==> src/rcd_pkg.sv <==
package rcd_pkg;

    // Fixed widths of the stream payload and the configuration data bus.
    localparam int DATA_W         = 64;
    localparam int CFG_W          = 64;
    localparam int REG_PRIME_W    = 32;
    localparam int ADDR_W         = 5;
    localparam int PRIME_BITS_DEF = 32;

    // Register indexes on the configuration port (byte address divided by eight).
    localparam logic [1:0] REG_PRIME_P  = 2'd0;
    localparam logic [1:0] REG_PRIME_Q  = 2'd1;
    localparam logic [1:0] REG_EXPONENT = 2'd2;

    typedef logic [4:0] op_t;

    // Datapath operations. D_* start the shared divider, M_* load the product register.
    localparam op_t OP_NONE    = 5'd0;
    localparam op_t OP_INIT    = 5'd1;
    localparam op_t OP_D_QMODP = 5'd2;
    localparam op_t OP_D_EUC   = 5'd3;
    localparam op_t OP_D_TRED  = 5'd4;
    localparam op_t OP_D_EXP   = 5'd5;
    localparam op_t OP_D_BASE  = 5'd6;
    localparam op_t OP_D_ACC   = 5'd7;
    localparam op_t OP_D_SQ    = 5'd8;
    localparam op_t OP_D_MQP   = 5'd9;
    localparam op_t OP_D_H     = 5'd10;
    localparam op_t OP_M_EUC   = 5'd11;
    localparam op_t OP_M_ACC   = 5'd12;
    localparam op_t OP_M_SQ    = 5'd13;
    localparam op_t OP_M_H     = 5'd14;
    localparam op_t OP_M_OUT   = 5'd15;
    localparam op_t OP_SEL_P   = 5'd16;
    localparam op_t OP_SEL_Q   = 5'd17;
    localparam op_t OP_SHIFT   = 5'd18;
    localparam op_t OP_SAVE_MP = 5'd19;
    localparam op_t OP_SAVE_MQ = 5'd20;

    typedef struct packed {
        op_t op;
    } cmd_t;

    typedef struct packed {
        logic div_done;
        logic r1_zero;
        logic r0_one;
        logic e_bit0;
        logic bad_prime;
    } status_t;

endpackage

==> src/rcd_divider.sv <==
module rcd_divider #(
    parameter int DVD_W = 64,
    parameter int DVS_W = 32
) (
    input  logic             clk,
    input  logic             rst_n,
    input  logic             start,
    input  logic [DVD_W-1:0] dividend,
    input  logic [DVS_W-1:0] divisor,
    output logic             done,
    output logic [DVD_W-1:0] quotient,
    output logic [DVS_W-1:0] remainder
);

    localparam int CW = $clog2(DVD_W);
    localparam logic [CW-1:0] LAST = CW'(DVD_W - 1);

    logic             busy_reg, busy_next;
    logic             done_reg, done_next;
    logic [CW-1:0]    cnt_reg, cnt_next;
    logic [DVD_W-1:0] q_reg, q_next;
    logic [DVS_W-1:0] r_reg, r_next;
    logic [DVS_W-1:0] dvs_reg, dvs_next;
    logic [DVS_W:0]   trial;
    logic [DVS_W:0]   diff;
    logic             fits;

    // One quotient bit per cycle, restoring form; the partial remainder stays below the divisor.
    always_comb
    begin
        trial     = {r_reg, q_reg[DVD_W-1]};
        diff      = trial - {1'b0, dvs_reg};
        fits      = (trial >= {1'b0, dvs_reg});
        busy_next = busy_reg;
        done_next = 1'b0;
        cnt_next  = cnt_reg;
        q_next    = q_reg;
        r_next    = r_reg;
        dvs_next  = dvs_reg;
        if (start)
        begin
            busy_next = 1'b1;
            cnt_next  = '0;
            q_next    = dividend;
            r_next    = '0;
            dvs_next  = divisor;
        end
        else if (busy_reg)
        begin
            q_next   = {q_reg[DVD_W-2:0], fits};
            r_next   = fits ? diff[DVS_W-1:0] : trial[DVS_W-1:0];
            cnt_next = cnt_reg + 1'b1;
            if (cnt_reg == LAST)
            begin
                busy_next = 1'b0;
                done_next = 1'b1;
            end
        end
    end

    always_ff @(posedge clk or negedge rst_n)
    begin
        if (!rst_n)
        begin
            busy_reg <= 1'b0;
            done_reg <= 1'b0;
            cnt_reg  <= '0;
        end
        else
        begin
            busy_reg <= busy_next;
            done_reg <= done_next;
            cnt_reg  <= cnt_next;
        end
    end

    always_ff @(posedge clk)
    begin
        q_reg   <= q_next;
        r_reg   <= r_next;
        dvs_reg <= dvs_next;
    end

    assign done      = done_reg;
    assign quotient  = q_reg;
    assign remainder = r_reg;

endmodule

==> src/rcd_datapath.sv <==
module rcd_datapath #(
    parameter int PRIME_BITS = rcd_pkg::PRIME_BITS_DEF
) (
    input  logic                       clk,
    input  logic                       rst_n,
    input  rcd_pkg::cmd_t              cmd,
    input  logic [rcd_pkg::DATA_W-1:0] ciphertext,
    input  logic [PRIME_BITS-1:0]      p_cfg,
    input  logic [PRIME_BITS-1:0]      q_cfg,
    input  logic [rcd_pkg::DATA_W-1:0] d_cfg,
    output rcd_pkg::status_t           status,
    output logic [rcd_pkg::DATA_W-1:0] result
);

    localparam int PW = PRIME_BITS;
    localparam int DW = rcd_pkg::DATA_W;

    logic [DW-1:0]   c_reg;
    logic [PW-1:0]   r0_reg, r1_reg, t0_reg, t1_reg, qt_reg, rt_reg;
    logic [PW-1:0]   m_reg, e_reg, b_reg, acc_reg, mp_reg, mq_reg, h_reg;
    logic [2*PW-1:0] prod_reg;
    rcd_pkg::op_t    wb_op_reg;

    logic            div_start;
    logic [DW-1:0]   dvd;
    logic [PW-1:0]   dvs;
    logic            div_done;
    logic [DW-1:0]   quo;
    logic [PW-1:0]   rem;
    logic [PW-1:0]   mul_a, mul_b;
    logic [PW:0]     t_wrap;
    logic [PW-1:0]   t_new;
    logic [PW:0]     h_sum;
    logic [PW-1:0]   h_new;

    rcd_divider #(
        .DVD_W(DW),
        .DVS_W(PW)
    ) u_div (
        .clk      (clk),
        .rst_n    (rst_n),
        .start    (div_start),
        .dividend (dvd),
        .divisor  (dvs),
        .done     (div_done),
        .quotient (quo),
        .remainder(rem)
    );

    // Operand selection for the shared divider.
    always_comb
    begin
        div_start = 1'b1;
        dvd       = DW'(prod_reg);
        dvs       = p_cfg;
        case (cmd.op)
            rcd_pkg::OP_D_QMODP: dvd = DW'(q_cfg);
            rcd_pkg::OP_D_EUC:
            begin
                dvd = DW'(r0_reg);
                dvs = r1_reg;
            end
            rcd_pkg::OP_D_TRED:  dvd = DW'(prod_reg);
            rcd_pkg::OP_D_EXP:
            begin
                dvd = d_cfg;
                dvs = m_reg - 1'b1;
            end
            rcd_pkg::OP_D_BASE:
            begin
                dvd = c_reg;
                dvs = m_reg;
            end
            rcd_pkg::OP_D_ACC,
            rcd_pkg::OP_D_SQ:    dvs = m_reg;
            rcd_pkg::OP_D_MQP:   dvd = DW'(mq_reg);
            rcd_pkg::OP_D_H:     dvd = DW'(prod_reg);
            default:             div_start = 1'b0;
        endcase
    end

    // Operand selection for the multiplier.
    always_comb
    begin
        mul_a = b_reg;
        mul_b = b_reg;
        case (cmd.op)
            rcd_pkg::OP_M_EUC:
            begin
                mul_a = qt_reg;
                mul_b = t1_reg;
            end
            rcd_pkg::OP_M_ACC: mul_a = acc_reg;
            rcd_pkg::OP_M_H:
            begin
                mul_a = h_reg;
                mul_b = t0_reg;
            end
            rcd_pkg::OP_M_OUT:
            begin
                mul_a = h_reg;
                mul_b = q_cfg;
            end
            default:
            begin
                mul_a = b_reg;
                mul_b = b_reg;
            end
        endcase
    end

    // Coefficient update kept modulo p, and the difference of the two residues modulo p.
    always_comb
    begin
        t_wrap = {1'b0, t0_reg} + {1'b0, p_cfg} - {1'b0, rem};
        t_new  = (t0_reg >= rem) ? (t0_reg - rem) : t_wrap[PW-1:0];
        h_sum  = {1'b0, mp_reg} + {1'b0, p_cfg} - {1'b0, rem};
        h_new  = (h_sum >= {1'b0, p_cfg}) ? PW'(h_sum - {1'b0, p_cfg}) : h_sum[PW-1:0];
    end

    always_ff @(posedge clk or negedge rst_n)
    begin
        if (!rst_n)
        begin
            wb_op_reg <= rcd_pkg::OP_NONE;
        end
        else if (div_start)
        begin
            wb_op_reg <= cmd.op;
        end
    end

    always_ff @(posedge clk)
    begin
        if (div_done)
        begin
            case (wb_op_reg)
                rcd_pkg::OP_D_QMODP: r1_reg <= rem;
                rcd_pkg::OP_D_EUC:
                begin
                    qt_reg <= quo[PW-1:0];
                    rt_reg <= rem;
                end
                rcd_pkg::OP_D_TRED:
                begin
                    r0_reg <= r1_reg;
                    r1_reg <= rt_reg;
                    t0_reg <= t1_reg;
                    t1_reg <= t_new;
                end
                rcd_pkg::OP_D_EXP:   e_reg   <= rem;
                rcd_pkg::OP_D_BASE:  b_reg   <= rem;
                rcd_pkg::OP_D_ACC:   acc_reg <= rem;
                rcd_pkg::OP_D_SQ:    b_reg   <= rem;
                rcd_pkg::OP_D_MQP:   h_reg   <= h_new;
                rcd_pkg::OP_D_H:     h_reg   <= rem;
                default:             r1_reg  <= r1_reg;
            endcase
        end
        case (cmd.op)
            rcd_pkg::OP_INIT:    c_reg <= ciphertext;
            rcd_pkg::OP_D_QMODP:
            begin
                r0_reg <= p_cfg;
                t0_reg <= '0;
                t1_reg <= PW'(1);
            end
            rcd_pkg::OP_D_BASE:  acc_reg <= PW'(1);
            rcd_pkg::OP_M_EUC,
            rcd_pkg::OP_M_ACC,
            rcd_pkg::OP_M_SQ,
            rcd_pkg::OP_M_H,
            rcd_pkg::OP_M_OUT:   prod_reg <= (2*PW)'(mul_a) * (2*PW)'(mul_b);
            rcd_pkg::OP_SEL_P:   m_reg  <= p_cfg;
            rcd_pkg::OP_SEL_Q:   m_reg  <= q_cfg;
            rcd_pkg::OP_SHIFT:   e_reg  <= e_reg >> 1;
            rcd_pkg::OP_SAVE_MP: mp_reg <= acc_reg;
            rcd_pkg::OP_SAVE_MQ: mq_reg <= acc_reg;
            default:             c_reg  <= c_reg;
        endcase
    end

    always_comb
    begin
        status.div_done  = div_done;
        status.r1_zero   = (r1_reg == '0);
        status.r0_one    = (r0_reg == PW'(1));
        status.e_bit0    = e_reg[0];
        status.bad_prime = (p_cfg[PW-1:1] == '0) || (q_cfg[PW-1:1] == '0);
    end

    assign result = DW'(mq_reg) + DW'(prod_reg);

endmodule

==> src/rcd_controller.sv <==
module rcd_controller #(
    parameter int PRIME_BITS = rcd_pkg::PRIME_BITS_DEF
) (
    input  logic             clk,
    input  logic             rst_n,
    input  logic             in_valid,
    output logic             in_ready,
    input  logic             out_free,
    input  rcd_pkg::status_t status,
    output rcd_pkg::cmd_t    cmd,
    output logic             out_load,
    output logic             out_err
);

    localparam int CW = (PRIME_BITS > 1) ? $clog2(PRIME_BITS) : 1;
    localparam logic [CW-1:0] LAST = CW'(PRIME_BITS - 1);

    localparam logic [4:0] S_IDLE      = 5'd0;
    localparam logic [4:0] S_CHECK     = 5'd1;
    localparam logic [4:0] S_QMODP_W   = 5'd2;
    localparam logic [4:0] S_EUC_TEST  = 5'd3;
    localparam logic [4:0] S_EUC_W     = 5'd4;
    localparam logic [4:0] S_EUC_MUL   = 5'd5;
    localparam logic [4:0] S_EUC_RED   = 5'd6;
    localparam logic [4:0] S_EUC_RED_W = 5'd7;
    localparam logic [4:0] S_SEL       = 5'd8;
    localparam logic [4:0] S_EXP       = 5'd9;
    localparam logic [4:0] S_EXP_W     = 5'd10;
    localparam logic [4:0] S_BASE      = 5'd11;
    localparam logic [4:0] S_BASE_W    = 5'd12;
    localparam logic [4:0] S_POW_TEST  = 5'd13;
    localparam logic [4:0] S_ACC_RED   = 5'd14;
    localparam logic [4:0] S_ACC_W     = 5'd15;
    localparam logic [4:0] S_SQ_MUL    = 5'd16;
    localparam logic [4:0] S_SQ_RED    = 5'd17;
    localparam logic [4:0] S_SQ_W      = 5'd18;
    localparam logic [4:0] S_SHIFT     = 5'd19;
    localparam logic [4:0] S_SAVE      = 5'd20;
    localparam logic [4:0] S_MQP       = 5'd21;
    localparam logic [4:0] S_MQP_W     = 5'd22;
    localparam logic [4:0] S_H_MUL     = 5'd23;
    localparam logic [4:0] S_H_RED     = 5'd24;
    localparam logic [4:0] S_H_W       = 5'd25;
    localparam logic [4:0] S_OUT_MUL   = 5'd26;
    localparam logic [4:0] S_DONE      = 5'd27;
    localparam logic [4:0] S_ERR       = 5'd28;

    logic [4:0]    state_reg, state_next;
    logic [CW-1:0] cnt_reg, cnt_next;
    logic          phase_reg, phase_next;

    always_comb
    begin
        state_next = state_reg;
        cnt_next   = cnt_reg;
        phase_next = phase_reg;
        cmd.op     = rcd_pkg::OP_NONE;
        in_ready   = 1'b0;
        out_load   = 1'b0;
        out_err    = 1'b0;
        case (state_reg)
            S_IDLE:
            begin
                in_ready = 1'b1;
                if (in_valid)
                begin
                    cmd.op     = rcd_pkg::OP_INIT;
                    phase_next = 1'b0;
                    state_next = S_CHECK;
                end
            end
            S_CHECK:
            begin
                if (status.bad_prime)
                begin
                    state_next = S_ERR;
                end
                else
                begin
                    cmd.op     = rcd_pkg::OP_D_QMODP;
                    state_next = S_QMODP_W;
                end
            end
            S_QMODP_W:
            begin
                if (status.div_done)
                begin
                    state_next = S_EUC_TEST;
                end
            end
            S_EUC_TEST:
            begin
                if (status.r1_zero)
                begin
                    state_next = status.r0_one ? S_SEL : S_ERR;
                end
                else
                begin
                    cmd.op     = rcd_pkg::OP_D_EUC;
                    state_next = S_EUC_W;
                end
            end
            S_EUC_W:
            begin
                if (status.div_done)
                begin
                    state_next = S_EUC_MUL;
                end
            end
            S_EUC_MUL:
            begin
                cmd.op     = rcd_pkg::OP_M_EUC;
                state_next = S_EUC_RED;
            end
            S_EUC_RED:
            begin
                cmd.op     = rcd_pkg::OP_D_TRED;
                state_next = S_EUC_RED_W;
            end
            S_EUC_RED_W:
            begin
                if (status.div_done)
                begin
                    state_next = S_EUC_TEST;
                end
            end
            S_SEL:
            begin
                cmd.op     = phase_reg ? rcd_pkg::OP_SEL_Q : rcd_pkg::OP_SEL_P;
                cnt_next   = '0;
                state_next = S_EXP;
            end
            S_EXP:
            begin
                cmd.op     = rcd_pkg::OP_D_EXP;
                state_next = S_EXP_W;
            end
            S_EXP_W:
            begin
                if (status.div_done)
                begin
                    state_next = S_BASE;
                end
            end
            S_BASE:
            begin
                cmd.op     = rcd_pkg::OP_D_BASE;
                state_next = S_BASE_W;
            end
            S_BASE_W:
            begin
                if (status.div_done)
                begin
                    state_next = S_POW_TEST;
                end
            end
            S_POW_TEST:
            begin
                if (status.e_bit0)
                begin
                    cmd.op     = rcd_pkg::OP_M_ACC;
                    state_next = S_ACC_RED;
                end
                else
                begin
                    state_next = S_SQ_MUL;
                end
            end
            S_ACC_RED:
            begin
                cmd.op     = rcd_pkg::OP_D_ACC;
                state_next = S_ACC_W;
            end
            S_ACC_W:
            begin
                if (status.div_done)
                begin
                    state_next = S_SQ_MUL;
                end
            end
            S_SQ_MUL:
            begin
                cmd.op     = rcd_pkg::OP_M_SQ;
                state_next = S_SQ_RED;
            end
            S_SQ_RED:
            begin
                cmd.op     = rcd_pkg::OP_D_SQ;
                state_next = S_SQ_W;
            end
            S_SQ_W:
            begin
                if (status.div_done)
                begin
                    state_next = S_SHIFT;
                end
            end
            S_SHIFT:
            begin
                cmd.op = rcd_pkg::OP_SHIFT;
                if (cnt_reg == LAST)
                begin
                    cnt_next   = '0;
                    state_next = S_SAVE;
                end
                else
                begin
                    cnt_next   = cnt_reg + 1'b1;
                    state_next = S_POW_TEST;
                end
            end
            S_SAVE:
            begin
                if (phase_reg)
                begin
                    cmd.op     = rcd_pkg::OP_SAVE_MQ;
                    phase_next = 1'b0;
                    state_next = S_MQP;
                end
                else
                begin
                    cmd.op     = rcd_pkg::OP_SAVE_MP;
                    phase_next = 1'b1;
                    state_next = S_SEL;
                end
            end
            S_MQP:
            begin
                cmd.op     = rcd_pkg::OP_D_MQP;
                state_next = S_MQP_W;
            end
            S_MQP_W:
            begin
                if (status.div_done)
                begin
                    state_next = S_H_MUL;
                end
            end
            S_H_MUL:
            begin
                cmd.op     = rcd_pkg::OP_M_H;
                state_next = S_H_RED;
            end
            S_H_RED:
            begin
                cmd.op     = rcd_pkg::OP_D_H;
                state_next = S_H_W;
            end
            S_H_W:
            begin
                if (status.div_done)
                begin
                    state_next = S_OUT_MUL;
                end
            end
            S_OUT_MUL:
            begin
                cmd.op     = rcd_pkg::OP_M_OUT;
                state_next = S_DONE;
            end
            S_DONE:
            begin
                if (out_free)
                begin
                    out_load   = 1'b1;
                    state_next = S_IDLE;
                end
            end
            S_ERR:
            begin
                if (out_free)
                begin
                    out_load   = 1'b1;
                    out_err    = 1'b1;
                    state_next = S_IDLE;
                end
            end
            default:
            begin
                state_next = S_IDLE;
            end
        endcase
    end

    always_ff @(posedge clk or negedge rst_n)
    begin
        if (!rst_n)
        begin
            state_reg <= S_IDLE;
            cnt_reg   <= '0;
            phase_reg <= 1'b0;
        end
        else
        begin
            state_reg <= state_next;
            cnt_reg   <= cnt_next;
            phase_reg <= phase_next;
        end
    end

endmodule

==> src/rsa_crt_decrypt.sv <==
// Every reduction runs through the shared bit-serial divider, so the time from acceptance to a valid
// result grows with the number of Euclid steps and with PRIME_BITS; a degenerate prime is
// rejected before any division starts.
// Throughput: one request at a time; the next is taken once the result is in the output register.
// Reset (rst_n, asynchronous, active low) clears p, q and d to zero, empties the output register
// and returns the controller to idle; with the reset key every request gives key_error = 1.
module rsa_crt_decrypt #(
    parameter int PRIME_BITS = rcd_pkg::PRIME_BITS_DEF
) (
    input  logic                        clk,
    input  logic                        rst_n,

    input  logic                        s_axis_tvalid,
    output logic                        s_axis_tready,
    input  logic [rcd_pkg::DATA_W-1:0]  s_axis_tdata,   // [63:0] ciphertext

    output logic                        m_axis_tvalid,
    input  logic                        m_axis_tready,
    output logic [rcd_pkg::DATA_W-1:0]  m_axis_tdata,   // [63:0] plaintext
    output logic                        m_axis_tuser,   // [0] key_error

    input  logic                        psel,
    input  logic                        penable,
    input  logic                        pwrite,
    input  logic [rcd_pkg::ADDR_W-1:0]  paddr,
    input  logic [rcd_pkg::CFG_W-1:0]   pwdata,
    output logic [rcd_pkg::CFG_W-1:0]   prdata,
    output logic                        pready
);

    // Configuration registers. The primes are stored at full register width for read-back;
    // only their low PRIME_BITS bits take part in the arithmetic.
    logic [rcd_pkg::REG_PRIME_W-1:0] prime_p_reg;
    logic [rcd_pkg::REG_PRIME_W-1:0] prime_q_reg;
    logic [rcd_pkg::DATA_W-1:0]      exponent_reg;
    logic [1:0]                      reg_index;
    logic                            cfg_write;

    // Output register: the finished result waits here so that the controller is released.
    logic                        out_valid_reg, out_valid_next;
    logic [rcd_pkg::DATA_W-1:0]  out_data_reg;
    logic                        out_err_reg;

    rcd_pkg::cmd_t               cmd;
    rcd_pkg::status_t            status;
    logic [rcd_pkg::DATA_W-1:0]  result;
    logic                        out_free;
    logic                        out_load;
    logic                        out_err;

    assign pready    = 1'b1;
    assign reg_index = paddr[4:3];
    assign cfg_write = psel && penable && pwrite && pready;

    always_ff @(posedge clk or negedge rst_n)
    begin
        if (!rst_n)
        begin
            prime_p_reg  <= '0;
            prime_q_reg  <= '0;
            exponent_reg <= '0;
        end
        else if (cfg_write)
        begin
            case (reg_index)
                rcd_pkg::REG_PRIME_P:  prime_p_reg  <= pwdata[rcd_pkg::REG_PRIME_W-1:0];
                rcd_pkg::REG_PRIME_Q:  prime_q_reg  <= pwdata[rcd_pkg::REG_PRIME_W-1:0];
                rcd_pkg::REG_EXPONENT: exponent_reg <= pwdata;
                default:               exponent_reg <= exponent_reg;
            endcase
        end
    end

    always_comb
    begin
        case (reg_index)
            rcd_pkg::REG_PRIME_P:  prdata = rcd_pkg::CFG_W'(prime_p_reg);
            rcd_pkg::REG_PRIME_Q:  prdata = rcd_pkg::CFG_W'(prime_q_reg);
            rcd_pkg::REG_EXPONENT: prdata = exponent_reg;
            default:               prdata = '0;
        endcase
    end

    // The slot is free when empty or when its present result is being taken this cycle.
    assign out_free = !out_valid_reg || m_axis_tready;

    rcd_controller #(
        .PRIME_BITS(PRIME_BITS)
    ) u_ctrl (
        .clk      (clk),
        .rst_n    (rst_n),
        .in_valid (s_axis_tvalid),
        .in_ready (s_axis_tready),
        .out_free (out_free),
        .status   (status),
        .cmd      (cmd),
        .out_load (out_load),
        .out_err  (out_err)
    );

    // The datapath holds the working registers, one multiplier with a registered product and
    // the shared divider that performs every reduction and every Euclid quotient.
    rcd_datapath #(
        .PRIME_BITS(PRIME_BITS)
    ) u_dp (
        .clk        (clk),
        .rst_n      (rst_n),
        .cmd        (cmd),
        .ciphertext (s_axis_tdata),
        .p_cfg      (prime_p_reg[PRIME_BITS-1:0]),
        .q_cfg      (prime_q_reg[PRIME_BITS-1:0]),
        .d_cfg      (exponent_reg),
        .status     (status),
        .result     (result)
    );

    always_comb
    begin
        out_valid_next = out_valid_reg;
        if (out_load)
        begin
            out_valid_next = 1'b1;
        end
        else if (m_axis_tready)
        begin
            out_valid_next = 1'b0;
        end
    end

    always_ff @(posedge clk or negedge rst_n)
    begin
        if (!rst_n)
        begin
            out_valid_reg <= 1'b0;
        end
        else
        begin
            out_valid_reg <= out_valid_next;
        end
    end

    // A rejected key gives a zero plaintext with the error flag set.
    always_ff @(posedge clk)
    begin
        if (out_load)
        begin
            out_data_reg <= out_err ? '0 : result;
            out_err_reg  <= out_err;
        end
    end

    assign m_axis_tvalid = out_valid_reg;
    assign m_axis_tdata  = out_data_reg;
    assign m_axis_tuser  = out_err_reg;

endmodule
==> config.mk <==
export PLATFORM = sky130hd
export DESIGN_NAME = rsa_crt_decrypt
export DESIGN_NICKNAME = d
export VERILOG_FILES = /design/src/rcd_pkg.sv /design/src/rcd_divider.sv /design/src/rcd_datapath.sv /design/src/rcd_controller.sv /design/src/rsa_crt_decrypt.sv
export SDC_FILE = /design/constraint.sdc
export NUM_CORES = 2
export LEC_CHECK = 0
export BUFFER_PORTS_ARGS = -buffer_cell sky130_fd_sc_hd__buf_2
export CORE_ASPECT_RATIO = 1.5
export CORE_UTILIZATION = 35
export DETAILED_ROUTE_END_ITERATION = 7
export PLACE_DENSITY = 0.53
export SKIP_LAST_GASP = 1
export SLEW_MARGIN = 30
export SYNTH_ARGS = -nofsm -noshare
export SYNTH_HDL_FRONTEND = slang
export SYNTH_SLANG_ARGS = --single-unit
==> constraint.sdc <==
create_clock -name clk -period 11.8 [get_ports clk]
set_clock_uncertainty 0.15 [all_clocks]
set_input_delay 0.59 -clock clk [delete_from_list [all_inputs] [get_ports clk]]
set_output_delay 0.59 -clock clk [all_outputs]
set_load 0.05 [all_outputs]
==> results.sh <==
export IMPL_synth_compound_area_share_pct=13.2
export IMPL_p_per_area_mw_per_mm2=104
export IMPL_timing_hold_ws_ns=0.0420
export IMPL_worst_path_buf_inv=10
export IMPL_syn_inst=8644
export IMPL_dieWidth_um=400
export IMPL_cp_start_kind="flop"
export IMPL_cts_tree="done"
export IMPL_synthAdderAreaFrac_pct=30.1
export IMPL_setup_tns_ns=0
export IMPL_synth_async_reset_ratio_pct=17.2
export IMPL_cts_max_level=3
export IMPL_fp_dieH_um=599
export IMPL_syn2layout_area_growth_pct=18.5
export IMPL_wl_per_cell_um=28.9
export IMPL_fin_crit_sh_pct=98.0
export IMPL_ys_seq_area_share_pct=29.7
export IMPL_path_max_fanout=16
export IMPL_yosys_area_share_simple_pct=13.3
export IMPL_end_kind="flop"
export IMPL_crit_top_cell="fa_1"
export IMPL_crit_family="adder cells"
export IMPL_synth_top_family_by_area="adder cells"
export IMPL_grt_pass1_wl_mm=519
export IMPL_p_leak_uw=0.0429
export IMPL_synth_top_area_share_pct=23.2
export IMPL_path_clk_slew_ns=0.07
export IMPL_worstSetupPathType="reg2reg"
export IMPL_gp_congestion=1.03
export IMPL_drv_slew=0
export IMPL_vias=70564
export IMPL_drive_gt1_share_pct=16.1
export IMPL_drtPass1Iterations=8
export IMPL_synth_edf_count=608
export IMPL_cts_root_buf="clkbuf_16"
export IMPL_slew_headroom_pct=25.6
export IMPL_grt_max_degree=96
export IMPL_clk_latency_ns=0.73
export IMPL_syn_nets=10206
export IMPL_critPathSlowestCell="fa_1"
export IMPL_design_core_area_sq_mm=0.235
export IMPL_yosys_top_cells_area="fa_1, edfxtp_1, ha_1"
export IMPL_ys_ff_latch=890
export IMPL_ys_top_cells_by_count="inv_1, nand2_1, fa_1"
export IMPL_yosysMostFrequentCell="inv_1"
export IMPL_crit_required_ns=12.12
export IMPL_ys_warn_count=0
export IMPL_clock_fmax_mhz=86.5
export IMPL_gr_total_overflow=0
export IMPL_ys_types=98
export IMPL_cts_buffer_depth=3
export IMPL_via_per_inst=5.59
export IMPL_grt_pass1_vias=73562
export IMPL_synth_mux_area_share_pct=3.22
export IMPL_initialDrtViolationCount=6431
export IMPL_synth_area_leader_cell="fa_1"
export IMPL_ys_flop_type="edfxtp_1"
export IMPL_ant_nets=0
export IMPL_cts_sinks=890
export IMPL_post_dp_hpwl_mm=300
export IMPL_fin_nets=11027
export IMPL_antenna_found_initial=24
export IMPL_grt_total_usage_pct=30.4
export IMPL_hold_viol=0
export IMPL_dp_slack_ns=-0.144
export IMPL_rsz0062_at_grt="false"
export IMPL_numCtsBuffers=93
export IMPL_worstPathArrival_ns=11.88
export IMPL_power_uw=10300
export IMPL_fin_util_pct=41.8
export IMPL_tightest_slew_ns=1.12
export IMPL_synth_xor_area_share_pct=2.52
export IMPL_drcViolationCount=9
export IMPL_totalWireLength_mm=365
export IMPL_final_setup_worst_slack_ns=0.234
export IMPL_drv_cap=0
export IMPL_synth_area_sq_mm=0.0831
export IMPL_violations="DRC"
export IMPL_synth_area_per_cell_sq_um=9.61
export IMPL_status="finished with violations"
export IMPL_setup_viol=0
export IMPL_vdd_drop_max_mv=0.143
export IMPL_cpPeakStageDelay_ns=0.59
export IMPL_core_rowCount=218
export IMPL_min_path_type="in2reg"
export IMPL_port_buffers=267
export IMPL_die_area_sq_mm=0.239
export IMPL_fin_crit_ns=11.57
export IMPL_initial_core_util_pct=35.3
export IMPL_ios=272
tightest hold or removal path, stage by stage:
cell and delay (ns):
buf_2 0.16, nand2_1 0.06, o21ai_0 0.07
logic make-up (layout without fill, tap and decap cells):
family | Yosys count | after routing
XOR/XNOR | 239 | 239
adder cells (fa/ha/maj) | 1422 | 1422
flip-flops | 890 | 890
AO/OA/AOI/OAI | 1583 | 1583
multiplexers | 247 | 247
AND/OR/NAND/NOR | 2563 | 2563
buffers and inverters | 1699 | 2601
other | 1 | 8
cells in the final DEF (no fill, tap or decap), drive strengths merged, types with 125 or more instances in the layout:
cell	instances
inv	1260
a21o	125
mux2	163
ha	459
dfrtp	153
dfxtp	129
o21ai	368
nor2	858
nand2	1098
buf	1050
edfxtp	608
fa	963
a21oi	395
xnor2	164
where the power goes:
group          leakage, uW  internal, uW  switching, uW
registers          0.00820          3500            116
clock network      0.00159          1810           1450
logic               0.0331          1290           2090
final timing paths:
kind	slack, ns	to	depth (start not counted)	start
max	0.23	u_dp.prod_reg[57]	39	prime_p_reg[7]
min reg2reg	0.31	u_dp.qt_reg[30]	0	u_dp.u_div.quotient[30]
max in group asynchronous	9.64	prime_p_reg[4]	3	rst_n
max reg2reg	0.23	u_dp.prod_reg[57]	39	prime_p_reg[7]
min	0.04	prime_p_reg[3]	3	pwdata[3]
min in group asynchronous	0.38	u_ctrl.phase_reg	2	rst_n
metrics by stage:
stage,cells,cell area (sq um)
after global routing,12630,98400
after global placement,12324,93600
after CTS,12623,98200
after detailed placement,12327,93700
final,12633,98400
after floorplan,8644,83100
layout make-up:
type / count / area, sq um
diodes: 7 / 17.5
clock buffers: 121 / 2560
inverters: 1254 / 4710
multi-input cells: 6055 / 52300
fillers: 23191 / 137000
clock inverters: 55 / 757
flip-flops and latches: 890 / 24700
well taps: 3080 / 3850
repair buffers: 1171 / 9530
what timing repair did:
action	CTS	global route
buffers inserted	0	1
setup endpoints to repair	5	12
hold buffers	120	0
resized for setup	3	14
hold endpoints to repair	247	0
pin swaps	1	6
per-layer routing:
| metal | vias to the layer above | GRT usage (%) | share of wire (%) |
|---|---|---|---|
| li1 | 30698 | - | - |
| met1 | 36212 | 33.2 | 35 |
| met2 | 2763 | 53.7 | 50 |
| met3 | 885 | 3.59 | 5.7 |
| met4 | 6 | 22.9 | 9.0 |
| met5 | - | 0 | 0.0099 |
No activity file was read; power rests on OpenSTA's default activity.
